$ cat src/hdl/vlsm_pkg.sv
// ----------------------------------------------------------------------------
// vlsm_pkg: shared types and constants of the vlsm subnet allocator
// Holds the beat structs, status codes, sequencer states and block size math.
// ----------------------------------------------------------------------------
`timescale 1ns / 1ps
`default_nettype none

package vlsm_pkg;

  localparam int MaxSubnetsDefault = 32;
  localparam int AddrWidth         = 32;
  localparam int PrefixWidth       = 6;
  localparam int HostWidth         = 31;
  localparam int SizeWidth         = 33;
  localparam int TotalWidth        = 40;
  localparam logic [PrefixWidth-1:0] PrefixMax = 6'd32;

  // configuration register indexes
  localparam logic [1:0] CfgBaseAddress = 2'd0;
  localparam logic [1:0] CfgBasePrefix  = 2'd1;

  typedef enum logic [1:0] {
    ST_ALLOC   = 2'd0,
    ST_NOSPACE = 2'd1,
    ST_BASE    = 2'd2,
    ST_OVER    = 2'd3
  } status_t;

  typedef enum logic [2:0] {
    S_IDLE,
    S_CHECK,
    S_READ,
    S_CMP,
    S_OUT
  } state_t;

  typedef struct packed {
    logic [HostWidth-1:0] host_count;
    logic                 last_request;
  } in_beat_t;

  typedef struct packed {
    logic [1:0]             status;
    logic [5:0]             subnet_number;
    logic [AddrWidth-1:0]   network_address;
    logic [PrefixWidth-1:0] prefix_length;
    logic [AddrWidth-1:0]   first_host;
    logic [AddrWidth-1:0]   final_host;
    logic [AddrWidth-1:0]   broadcast_address;
    logic [AddrWidth-1:0]   usable_hosts;
    logic [HostWidth-1:0]   requested_hosts;
    logic                   last_result;
  } out_beat_t;

  // block size of a prefix, prefix assumed 32 or below
  function automatic logic [SizeWidth-1:0] block_size(input logic [PrefixWidth-1:0] p);
    return SizeWidth'(1) << (PrefixMax - p);
  endfunction

endpackage

`default_nettype wire

$ cat src/hdl/vlsm_prefix_enc.sv
// ----------------------------------------------------------------------------
// vlsm_prefix_enc: host count to prefix length
// Finds the smallest prefix whose block holds the count plus two addresses; a count of zero gives 32.
// ----------------------------------------------------------------------------
`timescale 1ns / 1ps
`default_nettype none

module vlsm_prefix_enc (
  input  wire logic [vlsm_pkg::HostWidth-1:0]   host_count,
  output logic      [vlsm_pkg::PrefixWidth-1:0] prefix
);
  import vlsm_pkg::*;

  logic [AddrWidth-1:0]   plus_one;
  logic [PrefixWidth-1:0] bit_len;

  // bit length of count + 1 equals ceil(log2(count + 2))
  always_comb begin
    plus_one = AddrWidth'(host_count) + AddrWidth'(1);
    bit_len  = '0;
    for (int b = 0; b < AddrWidth; b++) begin
      if (plus_one[b]) bit_len = PrefixWidth'(b + 1);
    end
    if (host_count == '0) prefix = PrefixMax;
    else                  prefix = PrefixMax - bit_len;
  end

endmodule

`default_nettype wire

$ cat src/hdl/vlsm_subnet_allocator.sv
// ----------------------------------------------------------------------------
// vlsm_subnet_allocator: variable length subnet allocation over one base net
// Loads host counts, then checks the set and allocates blocks prefix ascending.
// ----------------------------------------------------------------------------
// Loading: one beat a cycle, priority encode and table store in the same cycle.
// Last request: a check state, then a scan of up to 33 prefixes x N entries, each
// entry a registered table read then a compare, plus the wait for each
// result beat to be taken. Input is not ready during the scan.
// Reset (synchronous, rst_n low): clears count, total, sequencer and output valid;
// config resets to base address 0, prefix 24.
`timescale 1ns / 1ps
`default_nettype none

module vlsm_subnet_allocator #(
  parameter int MAX_SUBNETS = vlsm_pkg::MaxSubnetsDefault
) (
  input  wire logic                clk,
  input  wire logic                rst_n,
  input  wire logic                in_valid,
  output logic                     in_ready,
  input  wire vlsm_pkg::in_beat_t  in_data,
  output logic                     out_valid,
  input  wire logic                out_ready,
  output vlsm_pkg::out_beat_t      out_data,
  input  wire logic                cfg_we,
  input  wire logic [1:0]          cfg_index,
  input  wire logic [31:0]         cfg_wdata
);
  import vlsm_pkg::*;

  localparam int CW = $clog2(MAX_SUBNETS + 1);
  localparam int IW = (MAX_SUBNETS > 1) ? $clog2(MAX_SUBNETS) : 1;
  localparam int EW = PrefixWidth + HostWidth;

  // config registers
  logic [AddrWidth-1:0]   base_addr_r;
  logic [PrefixWidth-1:0] base_pfx_r;

  always_ff @(posedge clk) begin
    if (!rst_n) begin
      base_addr_r <= '0;
      base_pfx_r  <= 6'd24;
    end else if (cfg_we) begin
      if (cfg_index == CfgBaseAddress) base_addr_r <= cfg_wdata;
      if (cfg_index == CfgBasePrefix)  base_pfx_r  <= cfg_wdata[PrefixWidth-1:0];
    end
  end

  // request table memory
  logic [EW-1:0] mem [MAX_SUBNETS];
  logic [EW-1:0] rd_data_r;
  logic          mem_we;
  logic [IW-1:0] rd_idx;

  // control and data registers
  state_t                 state_r, state_nxt;
  logic [CW-1:0]          count_r, count_nxt;
  logic [TotalWidth-1:0]  total_r, total_nxt;
  logic [SizeWidth-1:0]   ptr_r, ptr_nxt;
  logic [SizeWidth-1:0]   bcast_r, bcast_nxt;
  logic [PrefixWidth-1:0] scan_p_r, scan_p_nxt;
  logic [CW-1:0]          idx_r, idx_nxt;
  logic [CW-1:0]          num_r, num_nxt;
  out_beat_t              out_r, out_nxt;
  logic                   out_valid_r, out_valid_nxt;

  logic [PrefixWidth-1:0] enc_pfx;

  vlsm_prefix_enc u_enc (
    .host_count (in_data.host_count),
    .prefix     (enc_pfx)
  );

  assign rd_idx = idx_r[IW-1:0];

  always_ff @(posedge clk) begin
    if (mem_we) mem[count_r[IW-1:0]] <= {enc_pfx, in_data.host_count};
    rd_data_r <= mem[rd_idx];
  end

  // base network math
  logic [PrefixWidth-1:0] bp;
  logic [AddrWidth-1:0]   mask, net;
  logic [SizeWidth-1:0]   cap;

  always_comb begin
    bp   = (base_pfx_r > PrefixMax) ? PrefixMax : base_pfx_r;
    mask = (bp == '0) ? '0 : ({AddrWidth{1'b1}} << (PrefixMax - bp));
    net  = base_addr_r & mask;
    cap  = block_size(bp);
  end

  // entry compare terms
  logic [PrefixWidth-1:0] ent_pfx;
  logic [HostWidth-1:0]   ent_hosts;
  logic [SizeWidth-1:0]   ent_size;
  logic [SizeWidth:0]     ent_bc;
  logic                   scan_wrap;

  assign ent_pfx   = rd_data_r[EW-1:HostWidth];
  assign ent_hosts = rd_data_r[HostWidth-1:0];
  assign ent_size  = block_size(scan_p_r);
  assign ent_bc    = {1'b0, ptr_r} + {1'b0, ent_size} - (SizeWidth+1)'(1);
  assign scan_wrap = (idx_r == count_r - CW'(1));

  // sequencer
  always_comb begin
    state_nxt     = state_r;
    count_nxt     = count_r;
    total_nxt     = total_r;
    ptr_nxt       = ptr_r;
    bcast_nxt     = bcast_r;
    scan_p_nxt    = scan_p_r;
    idx_nxt       = idx_r;
    num_nxt       = num_r;
    out_nxt       = out_r;
    out_valid_nxt = out_valid_r;
    mem_we        = 1'b0;
    in_ready      = (state_r == S_IDLE);

    case (state_r)
      S_IDLE: begin
        if (in_valid) begin
          if (count_r < CW'(MAX_SUBNETS)) begin
            mem_we    = 1'b1;
            count_nxt = count_r + CW'(1);
            total_nxt = total_r + TotalWidth'(block_size(enc_pfx));
          end
          if (in_data.last_request) state_nxt = S_CHECK;
        end
      end
      S_CHECK: begin
        out_nxt    = '0;
        scan_p_nxt = '0;
        idx_nxt    = '0;
        num_nxt    = '0;
        ptr_nxt    = SizeWidth'(net);
        bcast_nxt  = SizeWidth'(net) + cap - SizeWidth'(1);
        if (net != base_addr_r) begin
          out_nxt.status          = ST_BASE;
          out_nxt.network_address = net;
          out_nxt.last_result     = 1'b1;
          out_valid_nxt           = 1'b1;
          state_nxt               = S_OUT;
        end else if (total_r > TotalWidth'(cap)) begin
          out_nxt.status      = ST_OVER;
          out_nxt.last_result = 1'b1;
          out_valid_nxt       = 1'b1;
          state_nxt           = S_OUT;
        end else if (count_r == '0) begin
          total_nxt = '0;
          state_nxt = S_IDLE;
        end else begin
          state_nxt = S_READ;
        end
      end
      S_READ: begin
        state_nxt = S_CMP;
      end
      S_CMP: begin
        if (ent_pfx == scan_p_r) begin
          num_nxt                 = num_r + CW'(1);
          out_nxt                 = '0;
          out_nxt.subnet_number   = 6'(num_r + CW'(1));
          out_nxt.prefix_length   = scan_p_r;
          out_nxt.requested_hosts = ent_hosts;
          out_nxt.last_result     = (num_r + CW'(1) == count_r);
          if (ent_bc > {1'b0, bcast_r} || ptr_r > bcast_r) begin
            out_nxt.status = ST_NOSPACE;
          end else begin
            out_nxt.status            = ST_ALLOC;
            out_nxt.network_address   = ptr_r[AddrWidth-1:0];
            out_nxt.broadcast_address = ent_bc[AddrWidth-1:0];
            if (ent_size > SizeWidth'(2)) begin
              out_nxt.usable_hosts = AddrWidth'(ent_size - SizeWidth'(2));
              out_nxt.first_host   = AddrWidth'(ptr_r + SizeWidth'(1));
              out_nxt.final_host   = AddrWidth'(ent_bc - (SizeWidth+1)'(1));
            end
            ptr_nxt = ptr_r + ent_size;
          end
          out_valid_nxt = 1'b1;
          state_nxt     = S_OUT;
        end else begin
          state_nxt = S_READ;
          if (scan_wrap) begin
            idx_nxt    = '0;
            scan_p_nxt = scan_p_r + PrefixWidth'(1);
          end else begin
            idx_nxt = idx_r + CW'(1);
          end
        end
      end
      S_OUT: begin
        if (out_ready) begin
          out_valid_nxt = 1'b0;
          if (out_r.last_result) begin
            count_nxt = '0;
            total_nxt = '0;
            state_nxt = S_IDLE;
          end else begin
            state_nxt = S_READ;
            if (scan_wrap) begin
              idx_nxt    = '0;
              scan_p_nxt = scan_p_r + PrefixWidth'(1);
            end else begin
              idx_nxt = idx_r + CW'(1);
            end
          end
        end
      end
      default: begin
        state_nxt = S_IDLE;
      end
    endcase
  end

  // control state
  always_ff @(posedge clk) begin
    if (!rst_n) begin
      state_r     <= S_IDLE;
      count_r     <= '0;
      total_r     <= '0;
      out_valid_r <= 1'b0;
    end else begin
      state_r     <= state_nxt;
      count_r     <= count_nxt;
      total_r     <= total_nxt;
      out_valid_r <= out_valid_nxt;
    end
  end

  // scan datapath
  always_ff @(posedge clk) begin
    ptr_r    <= ptr_nxt;
    bcast_r  <= bcast_nxt;
    scan_p_r <= scan_p_nxt;
    idx_r    <= idx_nxt;
    num_r    <= num_nxt;
    out_r    <= out_nxt;
  end

  assign out_valid = out_valid_r;
  assign out_data  = out_r;

  // checks
  a_out_in_state: assert property (@(posedge clk) disable iff (!rst_n)
    out_valid |-> (state_r == S_OUT)) else $error("result beat outside output state");
  a_not_both: assert property (@(posedge clk) disable iff (!rst_n)
    !(in_ready && out_valid)) else $error("input ready while result pending");
  a_last_idle: assert property (@(posedge clk) disable iff (!rst_n)
    (out_valid && out_ready && out_data.last_result) |=> (in_ready && count_r == '0))
    else $error("run did not end after last result");
  a_count_max: assert property (@(posedge clk) disable iff (!rst_n)
    count_r <= CW'(MAX_SUBNETS)) else $error("request count over table depth");

endmodule

`default_nettype wire

$ cat config.mk
export PLATFORM = sky130hd
export DESIGN_NAME = vlsm_subnet_allocator
export DESIGN_NICKNAME = d
export VERILOG_FILES = /design/src/hdl/vlsm_pkg.sv /design/src/hdl/vlsm_prefix_enc.sv /design/src/hdl/vlsm_subnet_allocator.sv
export SDC_FILE = /design/constraint.sdc
export NUM_CORES = 2
export LEC_CHECK = 0
export BUFFER_PORTS_ARGS = -buffer_cell sky130_fd_sc_hd__buf_2
export CORE_MARGIN = 8
export CORE_UTILIZATION = 57
export CTS_BUF_LIST = sky130_fd_sc_hd__clkbuf_2
export CTS_CLUSTER_DIAMETER = 200
export DETAILED_ROUTE_END_ITERATION = 6
export GPL_TIMING_DRIVEN = 0
export PLACE_DENSITY = 0.74
export SYNTH_ARGS = -nofsm -noshare
export SYNTH_HDL_FRONTEND = slang
export SYNTH_HIERARCHICAL = 1
export SYNTH_SLANG_ARGS = --single-unit
$ cat constraint.sdc
create_clock -name clk -period 36.8 [get_ports clk]
set_input_delay 7.36 -clock clk [delete_from_list [all_inputs] [get_ports clk]]
set_output_delay 7.36 -clock clk [all_outputs]
set_load 0.01 [all_outputs]
**Word level (Yosys, flattened, before mapping)**

Memories as Yosys holds them, arrays and structs flattened. A register that Yosys moved wholly into a read port is not among the register bits.
Cells that the tools add are included.

- Equality and inequality tests: 22
- Order comparisons: 6
- Bitwise operators: 1
- Div/mod/pow operators: 0
- Add/sub/neg operators: 19
- $mul: 0
- Reductions and logical operators: 19
- Shifts and indexed selects: 4
- Multiplexer cells: 94

Operators with widths:

| operator | number |
|---|---|
| case mux 206 bit (2 select lines) | 1 |
| 2-to-1 mux 40 bit | 7 |
| 2-to-1 mux 206 bit | 1 |
| 2-to-1 mux 128 bit | 1 |
| 2-to-1 mux 32 bit | 4 |
| case mux 40 bit (3 select lines) | 1 |
| << shifter 1 x 6 -> 33 bit, first input constant | 3 |
| 2-to-1 mux 6 bit | 16 |
| 2-to-1 mux 5 bit | 16 |
| 2-to-1 mux 33 bit | 2 |
| case mux 33 bit (2 select lines) | 1 |
| 2-to-1 mux 64 bit | 1 |
| adder 40 x 33 -> 40 bit | 1 |
| greater-than comparator 40 x 33 -> 1 bit | 1 |
| case mux 6 bit (3 select lines) | 2 |
| adder 33 x 33 -> 34 bit | 1 |
| greater-than comparator 34 x 33 -> 1 bit | 1 |
| subtractor 34 x 1 -> 34 bit, second input constant | 1 |
| adder 32 x 33 -> 33 bit | 1 |
| adder 33 bit | 1 |
| greater-than comparator 33 x 2 -> 1 bit, second input constant | 1 |
| greater-than comparator 33 bit | 1 |
| subtractor 33 x 1 -> 33 bit, second input constant | 1 |
| adder 31 x 1 -> 32 bit, second input constant | 1 |
| other kinds (38) | 98 |

- Register bits: 378
- Output and inout port bits: 208
- Bits in latches: 0
- Memories: 1
- Word-level logic and storage cells: 187
- RAM bits: 1,184
- ROM bits: 0

Memories:

| name | depth | bits a word | rd ports | clocked after Yosys merged registers in | wr ports | RTL line | text |
|---|---|---|---|---|---|---|---|
| mem | 32 | 37 | 1 | 1 | 1 | vlsm_subnet_allocator.sv:50 | `logic [EW-1:0] mem [MAX_SUBNETS];` |

**Logic depth before layout (Yosys ltp)**

- Depth in word-level cells: 41
- Depth in mapped cells: 35
- Gate-level depth less buffers: 32

**Modules after synthesis**

The synthesis kept the hierarchy.

By module, submodules not included:

| module | cells each | instances | seq. area each (µm²) | area an instance (µm²) |
|---|---|---|---|---|
| vlsm_subnet_allocator | 5,033 | 1 | 46,584.7 | 74,428.9 |
| vlsm_prefix_enc | 319 | 1 | 0.0 | 2,155.8 |

**Worst setup path before layout**

OpenSTA, ideal clock, no wires.

- Path kind: input port to flip-flop
- Start: input in_data[1] (netlist name)
- End: register total_r[35]
- Buffers on the path: 1
- Stages on the path: 28
- Data arrival time: 14,488 ps
- Required time: 36,667 ps
- Setup slack: 22,179 ps
- Cell sequence: ha_1 buf_2 nand4_2 nor3_4 or4_1 a31oi_1 a211o_1 a21oi_1 o31a_1 nor2_1 or2_1 ha_1 nor2b_1 nor2_1 ha_1 or3b_2 nor2_1 ha_1 a21o_1 a21o_1 a221oi_1 o21ai_0 a311oi_1 o32ai_1 o41ai_1 nor2b_1 a31oi_1 a311oi_1

- Cells in the longest elaborated chain, start to end: 41

RTL lines:

| element | RTL line | text |
|---|---|---|
| from (decl) | vlsm_subnet_allocator.sv:21 | `input wire vlsm_pkg::in_beat_t in_data,` |
| adder 31 x 1 -> 32 bit | vlsm_prefix_enc.sv:19 | `plus_one = AddrWidth'(host_count) + AddrWidth'(1);` |
| 2-to-1 mux 1 bit | vlsm_prefix_enc.sv:22 | `if (plus_one[b]) bit_len = PrefixWidth'(b + 1);` |
| 2-to-1 mux 2 bit (2 in a row) | vlsm_prefix_enc.sv:22 |  |
| 2-to-1 mux 3 bit (4 in a row) | vlsm_prefix_enc.sv:22 |  |
| 2-to-1 mux 4 bit (8 in a row) | vlsm_prefix_enc.sv:22 |  |
| 2-to-1 mux 5 bit (16 in a row) | vlsm_prefix_enc.sv:22 |  |
| 2-to-1 mux 6 bit | vlsm_prefix_enc.sv:22 |  |
| subtractor 6 bit | vlsm_prefix_enc.sv:25 | `else prefix = PrefixMax - bit_len;` |
| 2-to-1 mux 6 bit (*) | vlsm_prefix_enc.sv:24 | `if (host_count == '0) prefix = PrefixMax;` |
| via enc_pfx[1] | vlsm_subnet_allocator.sv:67 | `logic [PrefixWidth-1:0] enc_pfx;` |
| subtractor 6 bit (*) | vlsm_pkg.sv:57 | `return SizeWidth'(1) << (PrefixMax - p);` |
| << shifter 1 x 6 -> 33 bit (*) | vlsm_pkg.sv:57 |  |
| adder 40 x 33 -> 40 bit (*) | vlsm_subnet_allocator.sv:127 | `total_nxt = total_r + TotalWidth'(block_size(enc_pfx));` |
| 2-to-1 mux 40 bit (*) | vlsm_subnet_allocator.sv:124 | `if (count_r < CW'(MAX_SUBNETS)) begin` |
| 2-to-1 mux 40 bit (*) | vlsm_subnet_allocator.sv:123 | `if (in_valid) begin` |
| case mux 40 bit (3 select lines) (*) | vlsm_subnet_allocator.sv:121 | `case (state_r)` |
| to (signal assigned) | vlsm_subnet_allocator.sv:227 | `total_r <= total_nxt;` |
| to (decl) | vlsm_subnet_allocator.sv:58 | `logic [TotalWidth-1:0] total_r, total_nxt;` |

The timed path passes the listed nets; every way through them passes the cells marked *. The select of a mux whose other input is x is not followed.
A chain may end at the register's enable or synchronous reset.

**Final worst setup path**

- Start: input in_data[1] (netlist name)
- End: register total_r[33]

Same word-level chain as after synthesis.

==> impl_metrics.tcl <==
set metrics [dict create \
    first_iter_violations 5740 \
    critPathArrivalTime_ns 17.02 \
    final_common_cell "edfxtp_1" \
    drive_gt1_share_pct 23.3 \
    yosysWarnings 6 \
    portBuffers 278 \
    min_from "total_r[0]" \
    reg2reg_from "scan_p_r[0]" \
    startpoint "in_data[1]" \
    critPathKind "input pin to flip-flop" \
    dieHeight_um 383 \
    cts_resized 0 \
    crit_required_ns 38.21 \
    ioPinCount 279 \
    rsz0062_at_grt "false" \
    whs_path_depth 2 \
    crit_top_cell "nor2_1" \
    cts_buffers 389 \
    ys_ff_latch 1593 \
    ctsHoldBuffers 0 \
    critPathMaxFanout 40 \
    syn_area_mm2 0.0766 \
    clk_latency_ns 1.76 \
    final_nets 6497 \
    muxShareOfSynthArea_pct 11.8 \
    grt_max_degree 41 \
    place_congestion 0.969 \
    finClkSkew_ns 0.194 \
    tns_ns 0 \
    routed-via-count 51500 \
    detail_route.first_pass.iterations 6 \
    p_leak_uw 0.0310 \
    crit_slowest_cell "o41ai_1" \
    final_hold_viol_count 0 \
    synth_cells 5352 \
    ys.flop_type "edfxtp_1" \
    grt_remaining_overflow 0 \
    finalSetupViolations 0 \
    cts_setup_buffers 0 \
    end_kind "flip-flop" \
    start_util_pct 57.4 \
    ir_worst_vdd_uv 45.5 \
    drcViolationCount 0 \
    min_period_over_period_pct 42.4 \
    core_mm2 0.133 \
    powerDensity_mw_per_mm2 48.2 \
    ant_nets 0 \
    min_period_ns 15.61 \
    synthesis.nets 5775 \
    worst_setup_path_start_kind "input pin" \
    maxSlewViolCount 0 \
    min_to "total_r[0]" \
    vias_per_cell 6.34 \
    htreeDepth 5 \
    avgSynthCellArea_um2 14.3 \
    path_clk_slew_ns 0.09 \
    clock_tree.buffer_depth 4 \
    synthXorXnorAreaFrac_pct 2.39 \
    r2r_cells 30 \
    drt_wl_total_um 228000 \
    synth_adder_area_share_pct 5.79 \
    synth_edf_count 1468 \
    cp_num_buf_inv 2 \
    cpLargestDelayFamily "compound AO/OA/AOI/OAI gates" \
    synth_top_family_by_area "multiplexers" \
    grt_pass1_vias 51500 \
    rows 134 \
    syn2layout_area_growth_pct 11.0 \
    status "finished clean" \
    drv_cap 0 \
    cts_tree "built" \
    async_reset_ff_share_pct 0 \
    detail_route.wl_per_cell_um 28.0 \
    maxSlewHeadroom_pct 4.41 \
    r2r_slack_ns 25.49 \
    cts_sinks 1593 \
    synth_compound_area_share_pct 7.31 \
    synth-simple-area-share_pct 9.01 \
    rr_endpoint "ptr_r[7]" \
    postLayoutCellArea_mm2 0.0850 \
    die_w_um 383 \
    worst_pin_slew_ns 1.43 \
    mostFrequentLayoutCells "edfxtp_1 (1468), clkbuf_2 (550), mux4_2 (370)" \
    synth_cell_type_count 107 \
    root_buffer "clkbuf_2" \
    timing.fmax_ghz 0.0640 \
    dp_hpwl_um 161000 \
    grt_pass1_wl_um 331000 \
    holdCritPathClass "flip-flop to flip-flop" \
    dieArea_mm2 0.146 \
    grt_use_total_pct 30.5 \
    ys_seq_area_share_pct 60.8 \
    critPathMaxStageDelay_ns 0.86 \
    fillers 9964 \
    dpl_cell_area_mm2 0.0816 \
    antenna_found_initial 15 \
]
[state kept, by name, indices dropped and copies added, names as in the netlist]
register and flops:
state_r 3, total_r 40, scan_p_r 6, out_data 200, out_valid 1, rd_data_r 37, base_pfx_r 6, mem 1184
ptr_r 33, base_addr_r 32, num_r 6, bcast_r 33, idx_r 6, count_r 6
[Yosys cell counts (29+ instances only)]
cell type / count / area [um2]
a31oi_1: 33 / 206
mux4_2: 370 / 8330
nor3_1: 85 / 425
or3_1: 35 / 219
o31ai_1: 30 / 225
nand4_1: 41 / 257
o21a_1: 31 / 233
a211oi_1: 29 / 218
nor2_1: 350 / 1310
clkbuf_1: 161 / 604
nand2b_1: 31 / 194
o211ai_1: 33 / 248
xnor2_1: 146 / 1280
inv_1: 313 / 1170
mux2_2: 42 / 473
buf_1: 49 / 184
xor2_1: 63 / 552
dfxtp_1: 125 / 2500
ha_1: 348 / 4350
buf_2: 30 / 150
nor2b_1: 35 / 219
a21o_1: 76 / 571
edfxtp_1: 1468 / 44100
o2bb2ai_1: 39 / 342
a21oi_1: 234 / 1170
and3_1: 107 / 669
nand2_1: 327 / 1230
o21ai_0: 139 / 696
nor4_1: 36 / 225
nand3_1: 141 / 706
[worst max-delay path by stage]
| stage | to | depth (start not counted) |
|---|---|---|
| floorplan | total_r[35] | 28 |
| global placement | total_r[35] | 30 |
| detailed placement | total_r[35] | 30 |
| CTS | total_r[35] | 30 |
| global route | total_r[35] | 29 |
| finish | total_r[33] | 30 |
[area by class of cell]
type                    instances  area (um2)  area share, %
flip-flops and latches       1593       46600           54.8
multi-input cells            3199       28100           33.1
clock buffers                 548        2740           3.23
repair buffers                331        2520           2.97
well taps                    1768        2210           2.60
inverters                     313        1170           1.38
plain buffers                 247         998           1.17
clock inverters               112         607          0.714
diodes                         13        32.5         0.0383
[worst register-to-register path: cells and delay by family (launching register included)]
family | cells | cell delay (ns)
AO/OA/AOI/OAI | 14 | 5.26
buffers and inverters | 7 | 2.15
adder cells (fa/ha/maj) | 5 | 1.65
AND/OR/NAND/NOR | 4 | 1.42
flip-flops | 1 | 0.47
[report_power, final]
group / internal, uW / total (uW) / switching [uW]
Combinational: 320 / 866 / 546
Clock: 440 / 1130 / 694
Sequential: 2060 / 2100 / 38.5
Total: 2820 / 4100 / 1280
[cells by family (layout without fill, tap and decap cells)]
group	count (synthesis)	after routing
AND/OR/NAND/NOR	1358	1358
AO/OA/AOI/OAI	842	842
other	0	13
buffers and inverters	560	1551
flip-flops	1593	1593
multiplexers	438	438
XOR/XNOR	209	209
adder cells (fa/ha/maj)	352	352
[routing by layer]
metal / global-route usage, % / part of all wire, % / wire length [um]
met1: 38.9 / 37 / 85100
met2: 50.0 / 48 / 109000
met3: 6.89 / 9.8 / 22400
met4: 14.3 / 5.0 / 11300
met5: 0 / 0.0066 / 15
[per-stage QoR]
| stage | utilization, % | power (uW) | instances | worst slack [ns] | hold WS, ns |
|---|---|---|---|---|---|
| final | 63.7 | 4100 | 8124 | 21.19 | 0.486 |
| after global routing | 63.7 | 4260 | 8117 | 20.66 | 0.510 |
| after CTS | 63.7 | 4110 | 8111 | 21.61 | 0.493 |
| after detailed placement | 61.2 | 2990 | 7451 | 19.80 | 0.480 |
| after global placement | 60.1 | 2980 | 7398 | 18.55 | 0.466 |
| after floorplan | - | 2670 | 5352 | 22.18 | 0.441 |
(Power assumes the default switching activity.)
